<file path="config.mk">
export PLATFORM = sky130hd
export DESIGN_NAME = json_string_unescape_utf8
export DESIGN_NICKNAME = d
export VERILOG_FILES = /design/src/jsu_pkg.sv /design/src/json_string_unescape_utf8.sv
export SDC_FILE = /design/constraint.sdc
export NUM_CORES = 1
export LEC_CHECK = 0
export BUFFER_PORTS_ARGS = -buffer_cell sky130_fd_sc_hd__buf_2
export CAP_MARGIN = 5
export CELL_PAD_IN_SITES_DETAIL_PLACEMENT = 1
export CELL_PAD_IN_SITES_GLOBAL_PLACEMENT = 1
export CORE_MARGIN = 4
export CORE_UTILIZATION = 50
export CTS_BUF_LIST = sky130_fd_sc_hd__clkbuf_8 sky130_fd_sc_hd__clkbuf_16
export DETAILED_ROUTE_END_ITERATION = 10
export PLACE_DENSITY_LB_ADDON = 0.05
export SLEW_MARGIN = 20
export SYNTH_ARGS = -nofsm -noshare
export SYNTH_HDL_FRONTEND = slang
export SYNTH_SLANG_ARGS = --single-unit
export TNS_END_PERCENT = 20
</file>
<file path="constraint.sdc">
create_clock -name clk -period 7.9 [get_ports clk]
set_input_delay 1.185 -clock clk [delete_from_list [all_inputs] [get_ports clk]]
set_output_delay 1.185 -clock clk [all_outputs]
set_load 0.03 [all_outputs]
</file>
<file path="src/jsu_pkg.sv">
// ----------------------------------------------------------------------------
// jsu_pkg: shared types and helpers for the JSON string unescaper
// Phase codes, result item layout, escape/hex decode and the UTF-8 encoder.
// ----------------------------------------------------------------------------
package jsu_pkg;

	localparam int unsigned RES_MAX = 6;	// most result items one input item can cause
	localparam int unsigned CNT_W   = 3;

	localparam logic [7:0]  CH_QUOTE = 8'h22;
	localparam logic [7:0]  CH_BSL   = 8'h5C;
	localparam logic [7:0]  CH_U     = 8'h75;
	localparam logic [20:0] CP_REPL  = 21'h00FFFD;
	localparam logic [20:0] CP_SUPP  = 21'h010000;
	localparam logic [5:0]  SUR_HIGH = 6'b110110;	// D800..DBFF >> 10
	localparam logic [5:0]  SUR_LOW  = 6'b110111;	// DC00..DFFF >> 10

	typedef enum logic [6:0] {
		PH_IDLE    = 7'b0000001,
		PH_BODY    = 7'b0000010,
		PH_ESC     = 7'b0000100,
		PH_HEX     = 7'b0001000,
		PH_HIGH    = 7'b0010000,
		PH_HIGH_BS = 7'b0100000,
		PH_LOW_HEX = 7'b1000000
	} phase_t;

	typedef enum logic [1:0] {
		KIND_DATA = 2'd0,
		KIND_END  = 2'd1,
		KIND_ERR  = 2'd2
	} kind_t;

	typedef enum logic [2:0] {
		CAUSE_NONE     = 3'd0,
		CAUSE_NO_QUOTE = 3'd1,
		CAUSE_BAD_ESC  = 3'd2,
		CAUSE_BAD_HEX  = 3'd3,
		CAUSE_TRUNC    = 3'd4
	} cause_t;

	typedef enum logic [1:0] {
		TAIL_NONE   = 2'd0,
		TAIL_SINGLE = 2'd1,
		TAIL_CP     = 2'd2
	} tail_t;

	typedef struct packed {
		logic [7:0] data;
		kind_t      kind;
		cause_t     cause;
	} res_t;

	typedef struct packed {
		logic [3:0][7:0] b;
		logic [2:0]      n;
	} utf8_t;

	typedef struct packed {
		logic       ok;
		logic [7:0] ch;
	} esc_t;

	typedef struct packed {
		logic       ok;
		logic [3:0] val;
	} hexd_t;

	function automatic esc_t simple_esc(input logic [7:0] c);
		esc_t r;
		r.ok = 1'b1;
		r.ch = c;
		case (c)
			8'h22, 8'h5C, 8'h2F: r.ch = c;
			8'h62: r.ch = 8'h08;	// b
			8'h66: r.ch = 8'h0C;	// f
			8'h6E: r.ch = 8'h0A;	// n
			8'h72: r.ch = 8'h0D;	// r
			8'h74: r.ch = 8'h09;	// t
			default: begin
				r.ok = 1'b0;
				r.ch = 8'h00;
			end
		endcase
		return r;
	endfunction

	function automatic hexd_t hex_digit(input logic [7:0] c);
		hexd_t r;
		r.ok  = 1'b1;
		r.val = 4'h0;
		if (c >= 8'h30 && c <= 8'h39)
			r.val = c[3:0];
		else if ((c >= 8'h61 && c <= 8'h66) || (c >= 8'h41 && c <= 8'h46))
			r.val = c[3:0] + 4'd9;
		else
			r.ok = 1'b0;
		return r;
	endfunction

	function automatic utf8_t utf8_enc(input logic [20:0] cp);
		utf8_t r;
		r = '0;
		if (cp < 21'h80) begin
			r.b[0] = cp[7:0];
			r.n    = 3'd1;
		end else if (cp < 21'h800) begin
			r.b[0] = {3'b110, cp[10:6]};
			r.b[1] = {2'b10, cp[5:0]};
			r.n    = 3'd2;
		end else if (cp < 21'h10000) begin
			r.b[0] = {4'b1110, cp[15:12]};
			r.b[1] = {2'b10, cp[11:6]};
			r.b[2] = {2'b10, cp[5:0]};
			r.n    = 3'd3;
		end else begin
			r.b[0] = {5'b11110, cp[20:18]};
			r.b[1] = {2'b10, cp[17:12]};
			r.b[2] = {2'b10, cp[11:6]};
			r.b[3] = {2'b10, cp[5:0]};
			r.n    = 3'd4;
		end
		return r;
	endfunction

endpackage

</file>
<file path="src/json_string_unescape_utf8.sv">
// ----------------------------------------------------------------------------
// json_string_unescape_utf8
// Decodes one JSON string literal, byte by byte, into UTF-8 bytes, an end
// marker on the closing quote, or a single error item.
// ----------------------------------------------------------------------------
//  channel   dir  tdata                                  tuser   tlast
//  s_axis    in   [7:0] in_byte                          -       in_end
//  m_axis    out  [7:0] out_byte, [10:8] err_cause, 0s   kind    last
//
// Each accepted byte is decoded in the cycle it is taken; its 0..6 result items
// are loaded into a 6-entry result register and leave one per cycle while the
// receiver is ready. A byte giving more than one item holds off the next input
// byte until the result register has drained to its last item.
// s_axis_tready is high while no item is left, or the last one is being taken.
// arst_n clears phase and the result count; the first byte must be a quote.
// ----------------------------------------------------------------------------
module json_string_unescape_utf8 (
	input  logic        clk,
	input  logic        arst_n,
	input  logic        s_axis_tvalid,
	output logic        s_axis_tready,
	input  logic [7:0]  s_axis_tdata,	// [7:0] in_byte
	input  logic        s_axis_tlast,	// in_end
	output logic        m_axis_tvalid,
	input  logic        m_axis_tready,
	output logic [15:0] m_axis_tdata,	// [7:0] out_byte, [10:8] err_cause
	output logic [1:0]  m_axis_tuser,	// [1:0] kind
	output logic        m_axis_tlast	// last
);

	jsu_pkg::phase_t phase_q, ph_d;
	logic [15:0] hex_q, hv_d;
	logic [1:0]  hc_q, hc_d;
	logic [9:0]  pend_q, pend_d;

	jsu_pkg::res_t             res_q [jsu_pkg::RES_MAX];
	jsu_pkg::res_t             new_res [jsu_pkg::RES_MAX];
	logic [jsu_pkg::CNT_W-1:0] cnt_q, new_n;

	jsu_pkg::cause_t err;
	jsu_pkg::tail_t  tail_mode;
	jsu_pkg::res_t   tail_item;
	jsu_pkg::res_t   tl [4];
	logic [2:0]      tail_n;
	logic [20:0]     tail_cp;
	logic            pre;
	logic [15:0]     nv;
	logic            nv_high, nv_low;
	jsu_pkg::esc_t   esc;
	jsu_pkg::hexd_t  hd;
	jsu_pkg::utf8_t  enc, repl;
	logic            acc, take;
	logic [7:0]      b;

	assign b    = s_axis_tdata;
	assign acc  = s_axis_tvalid & s_axis_tready;
	assign take = m_axis_tvalid & m_axis_tready;
	assign s_axis_tready = (cnt_q == '0) || (cnt_q == 3'd1 && m_axis_tready);

	assign esc     = jsu_pkg::simple_esc(b);
	assign hd      = jsu_pkg::hex_digit(b);
	assign nv      = {hex_q[11:0], hd.val};
	assign nv_high = (nv[15:10] == jsu_pkg::SUR_HIGH);
	assign nv_low  = (nv[15:10] == jsu_pkg::SUR_LOW);
	assign repl    = jsu_pkg::utf8_enc(jsu_pkg::CP_REPL);
	assign enc     = jsu_pkg::utf8_enc(tail_cp);

	// next state and what the byte produces: optional U+FFFD prefix, then a tail, or an error cause
	always_comb begin
		ph_d      = phase_q;
		hv_d      = hex_q;
		hc_d      = hc_q;
		pend_d    = pend_q;
		err       = jsu_pkg::CAUSE_NONE;
		pre       = 1'b0;
		tail_mode = jsu_pkg::TAIL_NONE;
		tail_item = '{data: b, kind: jsu_pkg::KIND_DATA, cause: jsu_pkg::CAUSE_NONE};
		tail_cp   = '0;
		unique case (phase_q) inside
			jsu_pkg::PH_BODY: begin
				if (b == jsu_pkg::CH_QUOTE) begin
					tail_mode = jsu_pkg::TAIL_SINGLE;
					tail_item = '{data: 8'h00, kind: jsu_pkg::KIND_END,
						cause: jsu_pkg::CAUSE_NONE};
					ph_d = jsu_pkg::PH_IDLE;
				end else if (b == jsu_pkg::CH_BSL) begin
					ph_d = jsu_pkg::PH_ESC;
				end else begin
					tail_mode = jsu_pkg::TAIL_SINGLE;
				end
			end
			jsu_pkg::PH_ESC: begin
				if (b == jsu_pkg::CH_U) begin
					hv_d = '0;
					hc_d = '0;
					ph_d = jsu_pkg::PH_HEX;
				end else if (esc.ok) begin
					tail_mode      = jsu_pkg::TAIL_SINGLE;
					tail_item.data = esc.ch;
					ph_d           = jsu_pkg::PH_BODY;
				end else begin
					err = jsu_pkg::CAUSE_BAD_ESC;
				end
			end
			jsu_pkg::PH_HEX, jsu_pkg::PH_LOW_HEX: begin
				if (!hd.ok) begin
					err = jsu_pkg::CAUSE_BAD_HEX;
				end else if (hc_q != 2'd3) begin
					hc_d = hc_q + 2'd1;
					hv_d = nv;
				end else begin
					hc_d = '0;
					hv_d = nv;
					if (phase_q == jsu_pkg::PH_LOW_HEX && nv_low) begin
						tail_mode = jsu_pkg::TAIL_CP;
						tail_cp   = jsu_pkg::CP_SUPP + {1'b0, pend_q, nv[9:0]};
						pend_d    = '0;
						ph_d      = jsu_pkg::PH_BODY;
					end else begin
						// held high surrogate went unpaired
						if (phase_q == jsu_pkg::PH_LOW_HEX) begin
							pre    = 1'b1;
							pend_d = '0;
						end
						if (nv_high) begin
							pend_d = nv[9:0];
							ph_d   = jsu_pkg::PH_HIGH;
						end else begin
							tail_mode = jsu_pkg::TAIL_CP;
							tail_cp   = nv_low ? jsu_pkg::CP_REPL : {5'b0, nv};
							ph_d      = jsu_pkg::PH_BODY;
						end
					end
				end
			end
			jsu_pkg::PH_HIGH: begin
				if (b == jsu_pkg::CH_BSL) begin
					ph_d = jsu_pkg::PH_HIGH_BS;
				end else begin
					pre       = 1'b1;
					pend_d    = '0;
					tail_mode = jsu_pkg::TAIL_SINGLE;
					if (b == jsu_pkg::CH_QUOTE) begin
						tail_item = '{data: 8'h00, kind: jsu_pkg::KIND_END,
							cause: jsu_pkg::CAUSE_NONE};
						ph_d = jsu_pkg::PH_IDLE;
					end else begin
						ph_d = jsu_pkg::PH_BODY;
					end
				end
			end
			jsu_pkg::PH_HIGH_BS: begin
				if (b == jsu_pkg::CH_U) begin
					hv_d = '0;
					hc_d = '0;
					ph_d = jsu_pkg::PH_LOW_HEX;
				end else if (esc.ok) begin
					pre            = 1'b1;
					pend_d         = '0;
					tail_mode      = jsu_pkg::TAIL_SINGLE;
					tail_item.data = esc.ch;
					ph_d           = jsu_pkg::PH_BODY;
				end else begin
					err = jsu_pkg::CAUSE_BAD_ESC;
				end
			end
			default: begin
				// waiting for the opening quote; stray codes land here too
				if (b == jsu_pkg::CH_QUOTE)
					ph_d = jsu_pkg::PH_BODY;
				else
					err = jsu_pkg::CAUSE_NO_QUOTE;
			end
		endcase

		if (err == jsu_pkg::CAUSE_NONE && s_axis_tlast && ph_d != jsu_pkg::PH_IDLE)
			err = jsu_pkg::CAUSE_TRUNC;
		if (err != jsu_pkg::CAUSE_NONE) begin
			ph_d   = jsu_pkg::PH_IDLE;
			hv_d   = '0;
			hc_d   = '0;
			pend_d = '0;
		end
	end

	// assemble the result list
	always_comb begin
		for (int i = 0; i < 4; i++)
			tl[i] = '0;
		tail_n = '0;
		if (tail_mode == jsu_pkg::TAIL_SINGLE) begin
			tl[0]  = tail_item;
			tail_n = 3'd1;
		end else if (tail_mode == jsu_pkg::TAIL_CP) begin
			for (int i = 0; i < 4; i++)
				tl[i] = '{data: enc.b[i], kind: jsu_pkg::KIND_DATA,
					cause: jsu_pkg::CAUSE_NONE};
			tail_n = enc.n;
		end

		for (int j = 0; j < jsu_pkg::RES_MAX; j++)
			new_res[j] = '0;
		if (err != jsu_pkg::CAUSE_NONE) begin
			new_res[0] = '{data: 8'h00, kind: jsu_pkg::KIND_ERR, cause: err};
			new_n      = 3'd1;
		end else if (pre) begin
			for (int j = 0; j < 3; j++)
				new_res[j] = '{data: repl.b[j], kind: jsu_pkg::KIND_DATA,
					cause: jsu_pkg::CAUSE_NONE};
			new_res[3] = tl[0];
			new_res[4] = tl[1];
			new_res[5] = tl[2];
			new_n      = 3'd3 + tail_n;
		end else begin
			for (int j = 0; j < 4; j++)
				new_res[j] = tl[j];
			new_n = tail_n;
		end
	end

	always_ff @(posedge clk or negedge arst_n) begin
		if (!arst_n) begin
			phase_q <= jsu_pkg::PH_IDLE;
			hex_q   <= '0;
			hc_q    <= '0;
			pend_q  <= '0;
			cnt_q   <= '0;
		end else begin
			if (acc) begin
				phase_q <= ph_d;
				hex_q   <= hv_d;
				hc_q    <= hc_d;
				pend_q  <= pend_d;
				cnt_q   <= new_n;
			end else if (take) begin
				cnt_q <= cnt_q - 3'd1;
			end
		end
	end

	// result register: load on accept, shift toward slot 0 as items leave
	always_ff @(posedge clk) begin
		if (acc) begin
			for (int j = 0; j < jsu_pkg::RES_MAX; j++)
				res_q[j] <= new_res[j];
		end else if (take) begin
			for (int j = 0; j < jsu_pkg::RES_MAX - 1; j++)
				res_q[j] <= res_q[j+1];
		end
	end

	assign m_axis_tvalid = (cnt_q != '0);
	assign m_axis_tdata  = {5'b0, res_q[0].cause, res_q[0].data};
	assign m_axis_tuser  = res_q[0].kind;
	assign m_axis_tlast  = (cnt_q == 3'd1);

	a_cnt_range: assert property (@(posedge clk) disable iff (!arst_n)
		cnt_q <= 3'd6)
		else $error("result count out of range");

	a_ready_drain: assert property (@(posedge clk) disable iff (!arst_n)
		s_axis_tready |-> (cnt_q <= 3'd1))
		else $error("input taken while results still queued");

	a_err_alone: assert property (@(posedge clk) disable iff (!arst_n)
		(m_axis_tvalid && m_axis_tuser == jsu_pkg::KIND_ERR) |-> m_axis_tlast)
		else $error("error item not the only item of its byte");

	a_err_clears: assert property (@(posedge clk) disable iff (!arst_n)
		(acc && err != jsu_pkg::CAUSE_NONE) |=>
			(phase_q == jsu_pkg::PH_IDLE && pend_q == '0 && hc_q == '0))
		else $error("state not cleared after error");

	a_marker_zero: assert property (@(posedge clk) disable iff (!arst_n)
		(m_axis_tvalid && m_axis_tuser != jsu_pkg::KIND_DATA) |->
			(m_axis_tdata[7:0] == 8'h00))
		else $error("end or error item carries a data byte");

endmodule

</file>
==> impl_metrics.toml <==
[outcome]
outcome = "complete, no violations"

[critical_path]
critPathKind = "in -> reg"
reg2reg_depth = 9
crit_required_ps = 8000
worstReg2RegStart = "phase_q[3]"
critical_path_arrival_ps = 4730
timing.critical_path.fanout_max = 12
start_kind = "primary input"
regToRegEndpoint = "res_q[0][7]"
endpoint_kind = "flip-flop"
worst_setup_slack_for_register_to_register_paths_ps = 3830

[placement]
port_buffers = 28
hpwl_mm = 13.6
placed_cell_area_um2 = 5940
placedCellCount = 753
placement.setup.worst_slack_ps = 2990
gp_routability_congestion = 0.938

[yosys]
avgSynthCellArea_um2 = 9.34
synth-async-reset-ratio_pct = 38.6
dominantRegCellSynth = "sky130_fd_sc_hd__edfxtp_1"
post_synth_edffs = 54
synth-adder-area-share_pct = 2.13
synth_area_leader_cell = "sky130_fd_sc_hd__edfxtp_1"
synth-seq-cells = 88
post_synth_and_or_nand_nor_area_fraction_pct = 21.7
synth_compound_gate_area_share_pct = 24.3
synth_top_family_by_area = "compound AO/OA/AOI/OAI gates"
synth.yosys.warnings = 0
post_synth_mux_area_share_pct = 1.41
synth_xor_xnor_area_share_pct = 1.04
ys_types = 88
synth_top_cell_area_share_pct = 27.6
synth.cell_area_um2 = 5870
synthesis.instances = 629
synth_seq_area_share_pct = 42.1
synth.area.top_cells = "sky130_fd_sc_hd__edfxtp_1 28%, sky130_fd_sc_hd__dfrtp_1 14%, sky130_fd_sc_hd__nand2_1 4.1%, sky130_fd_sc_hd__o21ai_0 3.4%, sky130_fd_sc_hd__nor2_1 2.6%"

[timing]
finalSetupTns_ps = 0
fmaxAchievable_ghz = 0.216
period_needed_ps = 4630
timing_hold_violations_final = 0
final_max_slew_viol_count = 0
final.setup_skew_ps = 11.3
post-route-worst-setup-slack_ps = 3270
whs_ps = 518
rsz_0062_raised_after_global_routing = "no"
timing.slew.headroom_pct = 17.1
setup_viol = 0
tightestPinTransition_ps = 1240
layout_worst_path_cycle_share_pct = 58.5

[drt]
detailroute.via_count = 5147
drtAntennaViolNets = 0
routed_via_density = 6.69
post-route-drc-count = 0
number_of_drc_violations_after_detailed_routing_iteration_0 = 435
wire_per_inst_um = 24.5
detail_route.wirelength_mm = 18.8
detailedRoute.firstPassIterationCount = 5

[layout]
insertedDiodeCount = 0
final_design_area_no_fill_um2 = 6240
layout.cells.most_common_list = "64 x sky130_fd_sc_hd__nand2_1, 54 x sky130_fd_sc_hd__edfxtp_1, 41 x sky130_fd_sc_hd__nor2_1"
syn2layout_area_growth_pct = 6.26
nets = 644
layout_commonest_cell = "sky130_fd_sc_hd__nand2_1"
drive_gt1_share_pct = 13.1
final_cells = 769
fillCellCount = 1305

[die]
fp.coreArea_um2 = 11500
floorplan.die.height_um = 116
die_width_um = 116
floorplan_die_area_um2 = 13500
ios = 34
placementRows = 39
initial_utilization_pct = 51.2

[pwr]
power_per_cell_area_nw_per_um2 = 226
worst_ir_drop_vdd_uv = 203
power.static_leakage_nw = 2.25

[clock_network]
cts_buffers = 9
htree_levels = 3
clock_path_buffers = 2
cts-hold-fix-buffers = 0
clk_root_buffer_cell = "sky130_fd_sc_hd__clkbuf_16"
clkSinkCount = 88
cts_resized = 0
setup_bufs_post_cts = 0
cts_tree = "yes"
insertion_delay_of_the_later_clocked_pin_in_the_worst_skew_pair_ps = 360
path_clk_slew_ps = 60

[global_routing]
grt_antenna_before_repair = 0
global_route.usage.total_pct = 28.9
grt_first_pass_wirelength_mm = 29.5
first_global_vias = 5034
pin_count_of_the_biggest_net_entering_global_routing = 56
globalRouteOverflowTotal = 0

[min_path]
worstHoldEndpoint = "res_q[0][16]"
holdCritStartpoint = "res_q[0][29]"
hold-path-cell-count = 1
worstHoldPathType = "reg -> reg"

[run]
max-cap-violations = 0
synthesized netlist by cell type (7+ instances only):
library cell	number
sky130_fd_sc_hd__nand2_1	64
sky130_fd_sc_hd__edfxtp_1	54
sky130_fd_sc_hd__nor2_1	41
sky130_fd_sc_hd__o21ai_0	40
sky130_fd_sc_hd__dfrtp_1	33
sky130_fd_sc_hd__nor3_1	30
sky130_fd_sc_hd__inv_1	26
sky130_fd_sc_hd__a21oi_1	24
sky130_fd_sc_hd__buf_4	20
sky130_fd_sc_hd__nand3_1	19
sky130_fd_sc_hd__clkbuf_1	17
sky130_fd_sc_hd__a22o_1	16
sky130_fd_sc_hd__and2_1	13
sky130_fd_sc_hd__buf_2	13
sky130_fd_sc_hd__a31oi_1	12
sky130_fd_sc_hd__o31ai_1	11
sky130_fd_sc_hd__ha_1	10
sky130_fd_sc_hd__nand4_1	10
sky130_fd_sc_hd__o21ai_1	10
sky130_fd_sc_hd__o22ai_1	9
sky130_fd_sc_hd__and3_1	8
sky130_fd_sc_hd__nor2b_1	8
sky130_fd_sc_hd__or3_1	8
sky130_fd_sc_hd__a32o_1	7
how the worst max path moves through the flow:
| stage | start | endpoint | slack, ps | depth (start not counted) |
|---|---|---|---|---|
| after floorplan | s_axis_tdata[7] | cnt_q[1] | 4210 | 12 |
| after global placement | s_axis_tdata[1] | res_q[0][11] | 3260 | 12 |
| after detailed placement | s_axis_tdata[1] | res_q[0][11] | 2990 | 12 |
| after CTS | s_axis_tdata[1] | res_q[0][11] | 3360 | 12 |
| after global routing | s_axis_tdata[1] | res_q[0][11] | 2980 | 12 |
| final | s_axis_tdata[1] | res_q[0][11] | 3270 | 12 |
worst max-delay path, cell delays in order:
cell,delay [ps]
sky130_fd_sc_hd__buf_2,140
sky130_fd_sc_hd__inv_1,130
sky130_fd_sc_hd__ha_1,240
sky130_fd_sc_hd__nor3b_1,340
sky130_fd_sc_hd__nor3_1,200
sky130_fd_sc_hd__o211ai_1,510
sky130_fd_sc_hd__a21oi_1,290
sky130_fd_sc_hd__buf_4,290
sky130_fd_sc_hd__or3_1,490
sky130_fd_sc_hd__a211oi_1,530
sky130_fd_sc_hd__nand2_1,110
sky130_fd_sc_hd__a32o_1,280
stage by stage:
stage / total power [mW] / util, %
floorplan: 0.898 / -
global placement: 0.952 / 51.4
detailed placement: 0.981 / 51.8
CTS: 1.42 / 54.4
global route: 1.47 / 54.4
finish: 1.41 / 54.4
state kept, by name (all words and copies together), names as in the netlist:
register,count
phase_q,7
hex_q,12
pend_q,10
res_q,54
hc_q,2
cnt_q,3
cell families (layout without fill, tap and decap cells):
kind of cell / Yosys count / count (layout)
flops: 88 / 88
simple gates: 239 / 239
fa+ha+maj: 10 / 10
xor+xnor: 7 / 7
mux: 8 / 8
buf+inv: 81 / 74
other cells: 1 / 5
compound gates: 195 / 195
metal layers:
layer,global-route usage [%],routed length [um],vias up
met4,11.0,607,0
met2,45.5,8750,158
met1,40.0,8410,2590
li1,-,-,2353
met5,0,0,-
met3,4.97,1040,46
power by group:
part           switching, mW  leakage (nW)  internal, mW
registers             0.0294          1.01         0.605
clock network          0.193         0.135         0.245
logic                  0.240          1.11        0.0981
total                  0.462          2.25         0.948
layout make-up:
class                      count  area, um^2  area share (%)
clock buffer                   9         225            3.61
clock inverter                 7        72.6            1.16
inverter                      26        97.6            1.56
timing repair buffer          32         203            3.25
sequential                    88        2470            39.6
multi-input combinational    464        2990            47.9
tap                          143         179            2.87
No activity file was read; power rests on OpenSTA's default activity.
